`src/hw/rtl/clup_pkg.sv`:
```
// ----------------------------------------------------------------------------
// Cache line utilization profiler package
// Shared constants, item kinds, command and result records.
// ----------------------------------------------------------------------------
package clup_pkg;

	localparam int unsigned MAX_LINES = 8192;
	localparam int unsigned LINE_AW   = $clog2(MAX_LINES);
	localparam int unsigned LAST_LINE = MAX_LINES - 1;

	localparam logic [3:0] SHIFT_MIN = 4'd3;
	localparam logic [3:0] SHIFT_MAX = 4'd8;
	localparam logic [3:0] SHIFT_DEF = 4'd6;

	typedef logic [LINE_AW-1:0] line_t;
	typedef logic [LINE_AW+8:0] baddr_t;

	typedef enum logic [1:0] {
		KIND_ADD   = 2'd0,
		KIND_READ  = 2'd1,
		KIND_SUM   = 2'd2,
		KIND_CLEAR = 2'd3
	} kind_t;

	typedef struct packed {
		kind_t       kind;
		logic [3:0]  shift;
		logic [15:0] off;
		logic [17:0] end_b;
		line_t       first;
		line_t       stop;
		logic        has_lines;
		logic        split;
		logic [12:0] idx;
		logic        idx_ok;
	} cmd_t;

	typedef struct packed {
		logic [12:0] line_number;
		logic [15:0] line_byte_offset;
		logic [8:0]  used_bytes;
		logic [8:0]  spare_bytes;
		logic        line_split;
		logic        line_active;
		logic [13:0] arena_lines;
		logic [13:0] live_lines;
		logic [13:0] full_lines;
		logic [15:0] split_blocks;
		logic [16:0] used_byte_sum;
		logic        block_was_split;
	} res_t;

	function automatic logic [3:0] eff_shift(input logic [3:0] s);
		if (s < SHIFT_MIN || s > SHIFT_MAX) begin
			return SHIFT_DEF;
		end
		return s;
	endfunction

endpackage

```
`src/hw/rtl/clup_res_q.sv`:
```
// ----------------------------------------------------------------------------
// Profiler result queue
// Two-entry queue that holds finished results until they are popped.
// ----------------------------------------------------------------------------
module clup_res_q (
	input  logic           clk,
	input  logic           arst_n,
	input  logic           wr,
	input  clup_pkg::res_t wdata,
	output logic           full,
	input  logic           pop,
	output logic           empty,
	output clup_pkg::res_t head
);

	clup_pkg::res_t q_mem [2];
	logic           wr_ptr_q;
	logic           rd_ptr_q;
	logic [1:0]     cnt_q;
	logic           do_wr;
	logic           do_rd;

	assign full  = cnt_q == 2'd2;
	assign empty = cnt_q == 2'd0;
	assign head  = q_mem[rd_ptr_q];
	assign do_wr = wr && !full;
	assign do_rd = pop && !empty;

	always_ff @(posedge clk) begin
		if (do_wr) begin
			q_mem[wr_ptr_q] <= wdata;
		end
	end

	always_ff @(posedge clk or negedge arst_n) begin
		if (!arst_n) begin
			wr_ptr_q <= 1'b0;
			rd_ptr_q <= 1'b0;
			cnt_q    <= 2'd0;
		end else begin
			if (do_wr) begin
				wr_ptr_q <= !wr_ptr_q;
			end
			if (do_rd) begin
				rd_ptr_q <= !rd_ptr_q;
			end
			cnt_q <= cnt_q + 2'(do_wr) - 2'(do_rd);
		end
	end

endmodule

```
`config.mk`:
```
export PLATFORM = sky130hd
export DESIGN_NAME = clup_res_q
export DESIGN_NICKNAME = d
export VERILOG_FILES = /design/src/hw/rtl/clup_pkg.sv /design/src/hw/rtl/clup_res_q.sv
export SDC_FILE = /design/constraint.sdc
export NUM_CORES = 1
export LEC_CHECK = 0
export ABC_AREA = 1
export BUFFER_PORTS_ARGS = -buffer_cell sky130_fd_sc_hd__buf_2
export CORE_UTILIZATION = 45
export CTS_CLUSTER_DIAMETER = 150
export DETAILED_ROUTE_END_ITERATION = 7
export PLACE_DENSITY = 0.8
export SYNTH_ARGS = -nofsm -noshare
export SYNTH_HDL_FRONTEND = slang
export SYNTH_SLANG_ARGS = --single-unit
export TNS_END_PERCENT = 1
```
`constraint.sdc`:
```
create_clock -name clk -period 12.1 [get_ports clk]
set_clock_uncertainty 0.15 [all_clocks]
set_input_delay 0.605 -clock clk [delete_from_list [all_inputs] [get_ports clk]]
set_output_delay 0.605 -clock clk [all_outputs]
set_load 0.03 [all_outputs]
```
; ---- Yosys cells after proc, flatten, opt, wreduce, memory -nomap -nowiden
; Memories as Yosys holds them, arrays and structs flattened.
; Index checks and enable logic that the tools add are counted.
[op_classes]
n_addsub = 2
n_eq_ne = 1
n_mux = 2
n_reduce_logical = 7
[op_table]
columns = operator, count
row1 = logical NOT 1 bit, 4
row2 = adder 2 x 1 -> 2 bit, 1
row3 = "== test 2 bit, second input constant", 1
row4 = logical AND 1 bit, 2
row5 = logical NOT 2 bit, 1
row6 = two-way mux 1 bit, 2
row7 = subtractor 2 x 1 -> 2 bit, 1
[totals]
regBits = 4
mem_bits_rw = 250
output_inout_bits = 127
elab_cells = 16
mem_count = 1
[mem_list]
columns = name, depth, word_bits, read_ports, rd_clocked_by_memory_dff, wr, line
row1 = q_mem, 2, 125, 1, 0, 1, clup_res_q.sv:16  ; clup_pkg::res_t q_mem [2];

; ---- Longest topological paths before layout
; Gate-level depths: netlist of the first run.
[logic_depth]
ltp_word = 5
depth_mapped = 10

; ---- Worst setup path after synthesis of the first run
; No wires, ideal clock.
[synth_timing]
path_kind = input port to flip-flop
startpoint = input wr
endpoint = memory q_mem[1][0] (netlist bit) (enable)
arrival_time_ns = 5.883
required_time_ns = 11.340
setup_slack_ns = 5.456
cell_stages = 2
path_cell_list = nand2_1 -> nor2_1
[synth_between]
elab_chain_cells = 3
[synth_lines]
columns = item, line
row1 = "start, declared", clup_res_q.sv:8  ; input logic wr,
row2 = logical AND 1 bit, clup_res_q.sv:26  ; assign do_wr = wr && !full;
row3 = two-way mux 1 bit, clup_res_q.sv:30  ; if (do_wr) begin
row4 = two-way mux 1 bit (implied by the code), clup_res_q.sv:31  ; q_mem[wr_ptr_q] <= wdata;
row5 = "end, declared", clup_res_q.sv:16
; Every way passes these cells.

==> results of run 1 <==
## metal layers
layer	up-vias	track usage, %
met5	-	0
met4	0	6.927
met3	44	4.828
met2	242	30.10
met1	2662	19.48
li1	2836	-
## what timing repair did
action / 4_1_cts / 5_1_grt
endpoints found under the hold margin: 4 / 0
gates resized for setup: 0 / 0
buffers inserted: 0 / 0
hold buffers: 1 / 0
## Yosys cell counts
library cell and count:
nand2_1 388, edfxtp_1 250, buf_2 19, inv_1 10, buf_6 6, dfrtp_1 4
nand3_1 3, buf_4 2, ha_1 2, inv_4 1, nor2_1 1
## placed cells by master (no fill, tap or decap), drive strengths merged, types with 3 or more instances in the layout
cell,count
clkinv,11
buf,260
nand3,3
clkbuf,30
edfxtp,250
nand2,388
diode,3
inv,13
dfrtp,4
## metrics by stage
step	utilization [%]	instance area, um^2	std cells	setup slack, ns
floorplan	-	9329	686	5.456
global placement	53.30	10820	1189	8.937
detailed placement	53.30	10820	1189	8.936
CTS	57.27	11620	1236	8.339
global route	57.30	11630	1239	8.173
finish	57.30	11630	1239	8.400
## cell families after synthesis
kind of cell / Yosys count / share of synthesized area, %
AND/OR/NAND/NOR: 392 / 15.81
flip-flops: 254 / 81.55
buffers and inverters: 38 / 2.374
adder cells (fa/ha/maj): 2 / 0.2682
## sequential cells by signal (all words and copies together), names as in the netlist
signal    flops
cnt_q         2
q_mem       250
rd_ptr_q      1
wr_ptr_q      1
## layout make-up
class	count	area [um^2]	area share (%)
Antenna cell	3	7.507	0.06454
Clock buffer	30	686.9	5.905
Clock inverter	16	108.9	0.9358
Inverter	11	48.80	0.4195
Multi-Input combinational cell	394	1508	12.96
Sequential cell	254	7611	65.43
Tap cell	270	337.8	2.904
Timing Repair Buffer	261	1324	11.38
## critical path: cells and delay by family (launching register included)
family / cells / cell delay [ns]
buf+inv: 3 / 1.40
simple gates: 2 / 0.31
flops: 1 / 0.68
## power by group
part	internal, W	switching, W
combinational	0.000278	0.000914
clock	0.000427	0.000310
sequential	0.00120	0.0000651
## final timing paths
check,cells after the start,endpoint,from
max in group asynchronous,2,rd_ptr_q$_DFFE_PN0P_,arst_n
worst min register to register,2,wr_ptr_q$_DFFE_PN0P_,wr_ptr_q$_DFFE_PN0P_
worst max-delay path,5,head[108],rd_ptr_q$_DFFE_PN0P_
worst min-delay path,1,q_mem[0][0]$_DFFE_PP_,wdata[0]
min in group asynchronous,2,cnt_q[0]$_DFF_PN0_,arst_n
worst max register to register,4,q_mem[0][51]$_DFFE_PP_,cnt_q[1]$_DFF_PN0_
==> key figures, run 1 <==
Timing
  – TNS Setup: 0 ns
  – Maximum clock frequency: around 0.27 GHz
  – RSZ-0062 raised after global routing: false
  – Final setup viols: 0
  – Slew HR: 25.99%
  – Crit path time final: around 3.7 ns
  – Actual slew at the worst max-slew pin: 1.110 ns
  – Max-slew violation count: 0
  – WHS: about 0.12 ns
  – Period Utilization, post-route: a little under a third
  – Final hold vios: 0

CTS
  – Root Driver: clkbuf_16
  – Clk_lat worst skew: 0.51 ns
  – CTS tree: built
  – CTS max path bufs: 3
  – Clock Sinks: 254
  – H-tree depth: 1
  – Num CTS Buffers: 26
  – CTS clock-pin slew for the worst setup and hold paths: 0.06 ns

Setup path
  – Crit path cell chain: inv_4 -> buf_4 -> nand2_1 -> nand2_1 -> buf_2
  – Cell mode on critical path: nand2_1
  – R2R setup slack: 9.53 ns
  – CP Capture Type: output pin
  – Crit path max fanout: roughly 100
  – Crit path DAT: a little under 3 ns
  – CP Launch Type: flop
  – Worst stage delay on the critical path: 0.90 ns
  – Critical path class: flop to output pin
  – Slowest CP cell: buf_4
  – Required @ worst endpoint: 11.35 ns

GRT
  – Vias in the first global route: 5807
  – GRT overflow: 0
  – Total GRT Usage: 17.04%
  – First-pass GRT wire length: 28440 um
  – Initial antenna violation count: 4
  – Largest net degree at the start of global routing: slightly above 100

Routing
  – Post-Route M1 WL: 7277 um
  – Via count: 5784
  – Drt pass-1 iters: 6
  – Top routing layer in use: met4
  – Routed Antenna Nets: 0
  – Drt wl/cell: 14.98 um
  – Via/cell ratio: between 4 and 5
  – # DRC: 0
  – Routed WL: 18560 um
  – WL met2: 9242 um
  – Met3 routed wirelength: about 1500 um
  – Initial DRC Count: 314

Status
  – Run status: completed

Job
  – Max cap viols: 0

Floorplanning
  – Starting Density: 45.96%
  – Die area: 0.02131 mm^2
  – Core Region: 0.02030 mm^2
  – Die X: 146.0 um
  – Number of core rows: 52
  – Height of the chip: 146.0 um
  – IO Count: 256

Yosys
  – Synth area leader: edfxtp_1
  – Area share of the largest cell type after synthesis: 80.47%
  – Mapped Nets: between 800 and 900
  – Synth cell types: 11
  – Syn Std Cell Area: approximately 0.0093 mm^2
  – Ranking of synthesized cells by area: edfxtp_1, nand2_1, dfrtp_1, buf_2, buf_6
  – Synth Warn #: 0
  – Post-synthesis area per instance: 13.60 um^2
  – Synthesized flop and latch total: between 200 and 300
  – Post-synthesis sequential area ratio: 81.55%
  – Synth Instances: 686

Placement
  – Hpwl dp: 11410 um
  – GPL Wtd Cong: 0.7703
  – # port buffers: 255

Min path
  – Worst hold-check path type: primary input to flop

Layout
  – Fillers: 1622
  – Area grow syn2layout: 24.69%
  – Nets: 1079
  – Share of cells above drive strength 1: a little under a third

Pwr
  – Total power draw: 0.003197 W
  – Peak supply drop: 206.6 uV
  – PD cells: ~270 mW/mm^2
  – Standby leakage power: 5.038 nW
(Power assumes the default switching activity.)
==> run 2: changes to the inputs <==
--- a/config.mk
+++ b/config.mk
@@ -5,12 +5,12 @@
 export SDC_FILE = /design/constraint.sdc
 export NUM_CORES = 1
 export LEC_CHECK = 0
-export ABC_AREA = 1
+export ABC_AREA = 0
 export BUFFER_PORTS_ARGS = -buffer_cell sky130_fd_sc_hd__buf_2
 export CORE_UTILIZATION = 45
 export CTS_CLUSTER_DIAMETER = 150
 export DETAILED_ROUTE_END_ITERATION = 7
-export PLACE_DENSITY = 0.8
+export PLACE_DENSITY = 0.83
 export SYNTH_ARGS = -nofsm -noshare
 export SYNTH_HDL_FRONTEND = slang
 export SYNTH_SLANG_ARGS = --single-unit
==> constraint.sdc (replaced) <==
create_clock -name clk -period 3.1 [get_ports clk]
set_clock_uncertainty 0.15 [all_clocks]
set_input_delay 0.155 -clock clk [delete_from_list [all_inputs] [get_ports clk]]
set_output_delay 0.155 -clock clk [all_outputs]
set_load 0.03 [all_outputs]
==> run 2 against run 1 <==
Against the previous run:
- global-route usage rose by 0.70 points
- register-to-register slack got worse by 8.4 ns
- area after synthesis rose by 0.44%
- final area rose by 14%
- core utilization rose by 7.9 points
- critical path type unchanged
- largest cell class unchanged
- total power rose to 4.1 times the previous value
- routed wire length rose by 4.9%
- first-iteration DRC count fell by 39%
- synthesized cell count fell by 41%
==> key figures, run 2 <==
Status
  – Run status: completed

Pwr
  – P_sw: 0.004395 W (+240%)
  – Switching Fraction: 33.90% (-6.4 points)
  – Clk network pwr share: 26.1% (+3.0 points)
  – PD cells: 980.1 mW/mm^2 (+260%)
  – Sequential share of power: 37.8% (-1.8 points)
  – Peak supply drop: 648.3 uV (+210%)
  – Total power draw: 0.01296 W (+310%)
  – Internal power: 0.008569 W (+350%)
  – Standby leakage power: 5.126 nW (+1.8%)
  – Combinational power share: 36.1% (-1.2 points)

Timing
  – Actual slew at the worst max-slew pin: 0.7969 ns (-0.3133 ns)
  – Final hold vios: 0 (unchanged)
  – Final setup viols: 0 (unchanged)
  – Crit path time final: ~2.5 ns
  – Maximum clock frequency: between 0.4 and 0.5 GHz
  – RSZ-0062 raised after global routing: false
  – Slew HR: 46.88% (+21 points)
  – Final worst setup slack: 0.6023 ns (-7.798 ns)
  – Period Utilization, post-route: between 80% and 90%
  – Max-slew violation count: 0 (unchanged)

CTS
  – Post-CTS setup buffers: 0 (unchanged)
  – Num CTS Buffers: 26 (unchanged)
  – Clock Sinks: 254 (unchanged)
  – Root Driver: clkbuf_16
  – CTS tree: built
  – Post-CTS sizing: 0 (unchanged)
  – Clk_lat worst skew: 0.52 ns (about the same)
  – CTS clock-pin slew for the worst setup and hold paths: 0.06 ns (about the same)
  – H-tree depth: 1 (unchanged)
  – CTS max path bufs: 3 (unchanged)

Routing
  – Drt pass-1 iters: 4 (-2)
  – Via/cell ratio: 4.794 (+2.7%)
  – Routed WL: 19470 um (+4.9%)
  – # DRC: 0 (unchanged)
  – Initial DRC Count: 192 (-39%)
  – Routed Antenna Nets: 0 (unchanged)
  – Drt wl/cell: 17.68 um (+18%)
  – Via count: 5278 (-8.7%)

Layout
  – Area grow syn2layout: 41.15%
  – Most common cell after layout, fill and taps aside: buf_2
  – Regs by FF count: q_mem x250, cnt_q x2
  – Area of the multi-input gates: 0.001660 mm^2 (+10%)
  – Post-route non-filler standard cell count: 1101 (-11%)
  – Nets: 941 (-13%)
  – Share of cells above drive strength 1: 51.57% (+21 points)
  – Fillers: 1326 (-18%)
  – Register area: 0.007611 mm^2 (unchanged)
  – Most flops, register: q_mem
  – Max reg flops: 250 (unchanged)
  – Cell area after layout: 0.01323 mm^2 (+14%)
  – Most frequent cells in the layout: buf_2, edfxtp_1, dlygate4sd3_1, mux2_2, mux2_4

Setup path
  – Critical path class: flop to output pin
  – Crit path DAT: 2.19 ns (-0.75 ns)
  – CP Launch Type: flop
  – Slowest CP cell: buf_12
  – CP Capture Type: output pin
  – Crit path cell chain: buf_12 -> mux2_2 -> buf_2
  – Worst stage delay on the critical path: 0.55 ns (-0.35 ns)
  – Crit path max fanout: 126 (+24%)
  – Required @ worst endpoint: 2.79 ns (-8.56 ns)

Yosys
  – EDFF count, synth: 250 (unchanged)
  – Synth area leader: edfxtp_1
  – Syn Std Cell Area: 0.009370 mm^2 (+0.44%)
  – Synth Instances: 407 (-41%)
  – Top-count cell post-synth: edfxtp_1
  – Post-synth top flop: edfxtp_1
  – Synth Warn #: 0 (unchanged)
  – Post-synthesis area per instance: 23.02 um^2 (+69%)
  – Mapped Nets: 538 (-34%)
  – Async SR Flop Fraction: 1.575% (unchanged)
  – Ranking of synthesized cells by area: edfxtp_1, mux2_2, mux2_4, dfrtp_1, buf_6
  – Synth cell types: 15 (+4)
  – Area share of the largest cell type after synthesis: 80.12% (-0.35 points)
  – Post-synthesis sequential area ratio: 81.19% (-0.36 points)
  – Synthesized flop and latch total: 254 (unchanged)
  – Synth cell count leaders: edfxtp_1, mux2_2, mux2_4

Job
  – Max cap viols: 0 (unchanged)

Floorplanning
  – Number of core rows: 52 (unchanged)
  – Starting Density: 46.16% (+0.20 points)
  – Die X: 146.3 um (+0.22%)
  – IO Count: 256 (unchanged)
  – Height of the chip: 146.3 um (+0.22%)
  – Core Region: 0.02030 mm^2 (unchanged)
  – Die area: 0.02140 mm^2 (+0.44%)

Placement
  – Cells after DPL: 923 (-22%)
  – Placed cell area: 0.01098 mm^2 (+1.5%)
  – # port buffers: 255 (unchanged)
  – Hpwl dp: 10900 um (-4.5%)
  – GPL Wtd Cong: 0.6947 (-9.8%)
  – Pre-CTS setup slack: 1.148 ns (-7.789 ns)

Min path
  – Worst hold-check path type: primary input to flop

GRT
  – First-pass GRT wire length: 29680 um (+4.3%)
  – Largest net degree at the start of global routing: 127 (+23%)
  – Vias in the first global route: 5800 (-0.12%)
  – Initial antenna violation count: 1 (-3)
  – Total GRT Usage: 17.74% (+0.70 points)
  – GRT overflow: 0 (unchanged)
## run 2: power by group through the flow
| stage | sequential, W | clock [W] | combinational [W] |
|---|---|---|---|
| final | 0.00490 | 0.00339 | 0.00468 |
| after global routing | 0.00495 | 0.00359 | 0.00491 |
| after CTS | 0.00489 | 0.00345 | 0.00469 |
| after detailed placement | 0.00496 | 0 | 0.00454 |
| after global placement | 0.00490 | 0 | 0.00450 |
| after floorplan | 0.00495 | 0 | 0.00344 |
## run 2: metrics by stage
step | utilization, % | TNS (ns) | hold slack (ns)
2_1_floorplan | - | -121.74 | -0.2906
3_3_place_gp | 54.09 | 0 | -0.1788
3_5_place_dp | 54.09 | 0 | -0.1783
4_1_cts | 65.14 | 0 | 0.1831
5_1_grt | 65.14 | 0 | 0.1831
6_report | 65.16 | 0 | 0.2027
## run 2: final timing paths
| check | cells past startpoint | startpoint | end | slack, ns |
|---|---|---|---|---|
| worst max-delay path | 3 | rd_ptr_q$_DFFE_PN0P_ | head[22] | 0.60 |
| worst min-delay path | 2 | wdata[23] | q_mem[0][23]$_DFFE_PP_ | 0.20 |
| min in group asynchronous | 3 | arst_n | rd_ptr_q$_DFFE_PN0P_ | 0.40 |
| worst max register to register | 4 | cnt_q[0]$_DFF_PN0_ | q_mem[0][66]$_DFFE_PP_ | 1.12 |
| worst min register to register | 1 | cnt_q[1]$_DFF_PN0_ | cnt_q[1]$_DFF_PN0_ | 0.36 |
| max in group asynchronous | 3 | arst_n | rd_ptr_q$_DFFE_PN0P_ | 2.20 |
## run 2: cell type report
class                      instances  area share (%)
antenna                            1         0.01892
inverter                           2         0.05676
tap                              270           2.554
multi-input combinational        137           12.55
clock buffer                      36           5.591
sequential                       254           57.54
timing repair buffer             389           20.07
clock inverter                    12           1.608
## run 2: logic make-up after synthesis
logic type,share of synthesized area (%)
flip-flops,81.19
multiplexers,16.62
buffers and inverters,1.228
AND/OR/NAND/NOR,0.3206
XOR/XNOR,0.3739
adder cells (fa/ha/maj),0.2670
## run 2: what timing repair did
| item | 4_1_cts | 5_1_grt |
|---|---|---|
| hold buffers | 129 | 0 |
| endpoints found under the hold margin | 256 | 0 |
| setup endpoints to repair | 0 | 0 |
## run 2: layer usage
| metal | global-route usage [%] | wire, um | up-vias |
|---|---|---|---|
| met1 | 20.66 | 7451 | 2602 |
| met2 | 32.55 | 10290 | 220 |
| met4 | 5.052 | 343 | 0 |
| met3 | 4.125 | 1380 | 28 |
| li1 | - | - | 2428 |
| met5 | 0 | 0 | - |
## run 2: worst max-delay path: cells and delay by family, from the launching register on
family,cells,cell delay (ns)
buf+inv,2,0.73
flops,1,0.41
mux,1,0.43
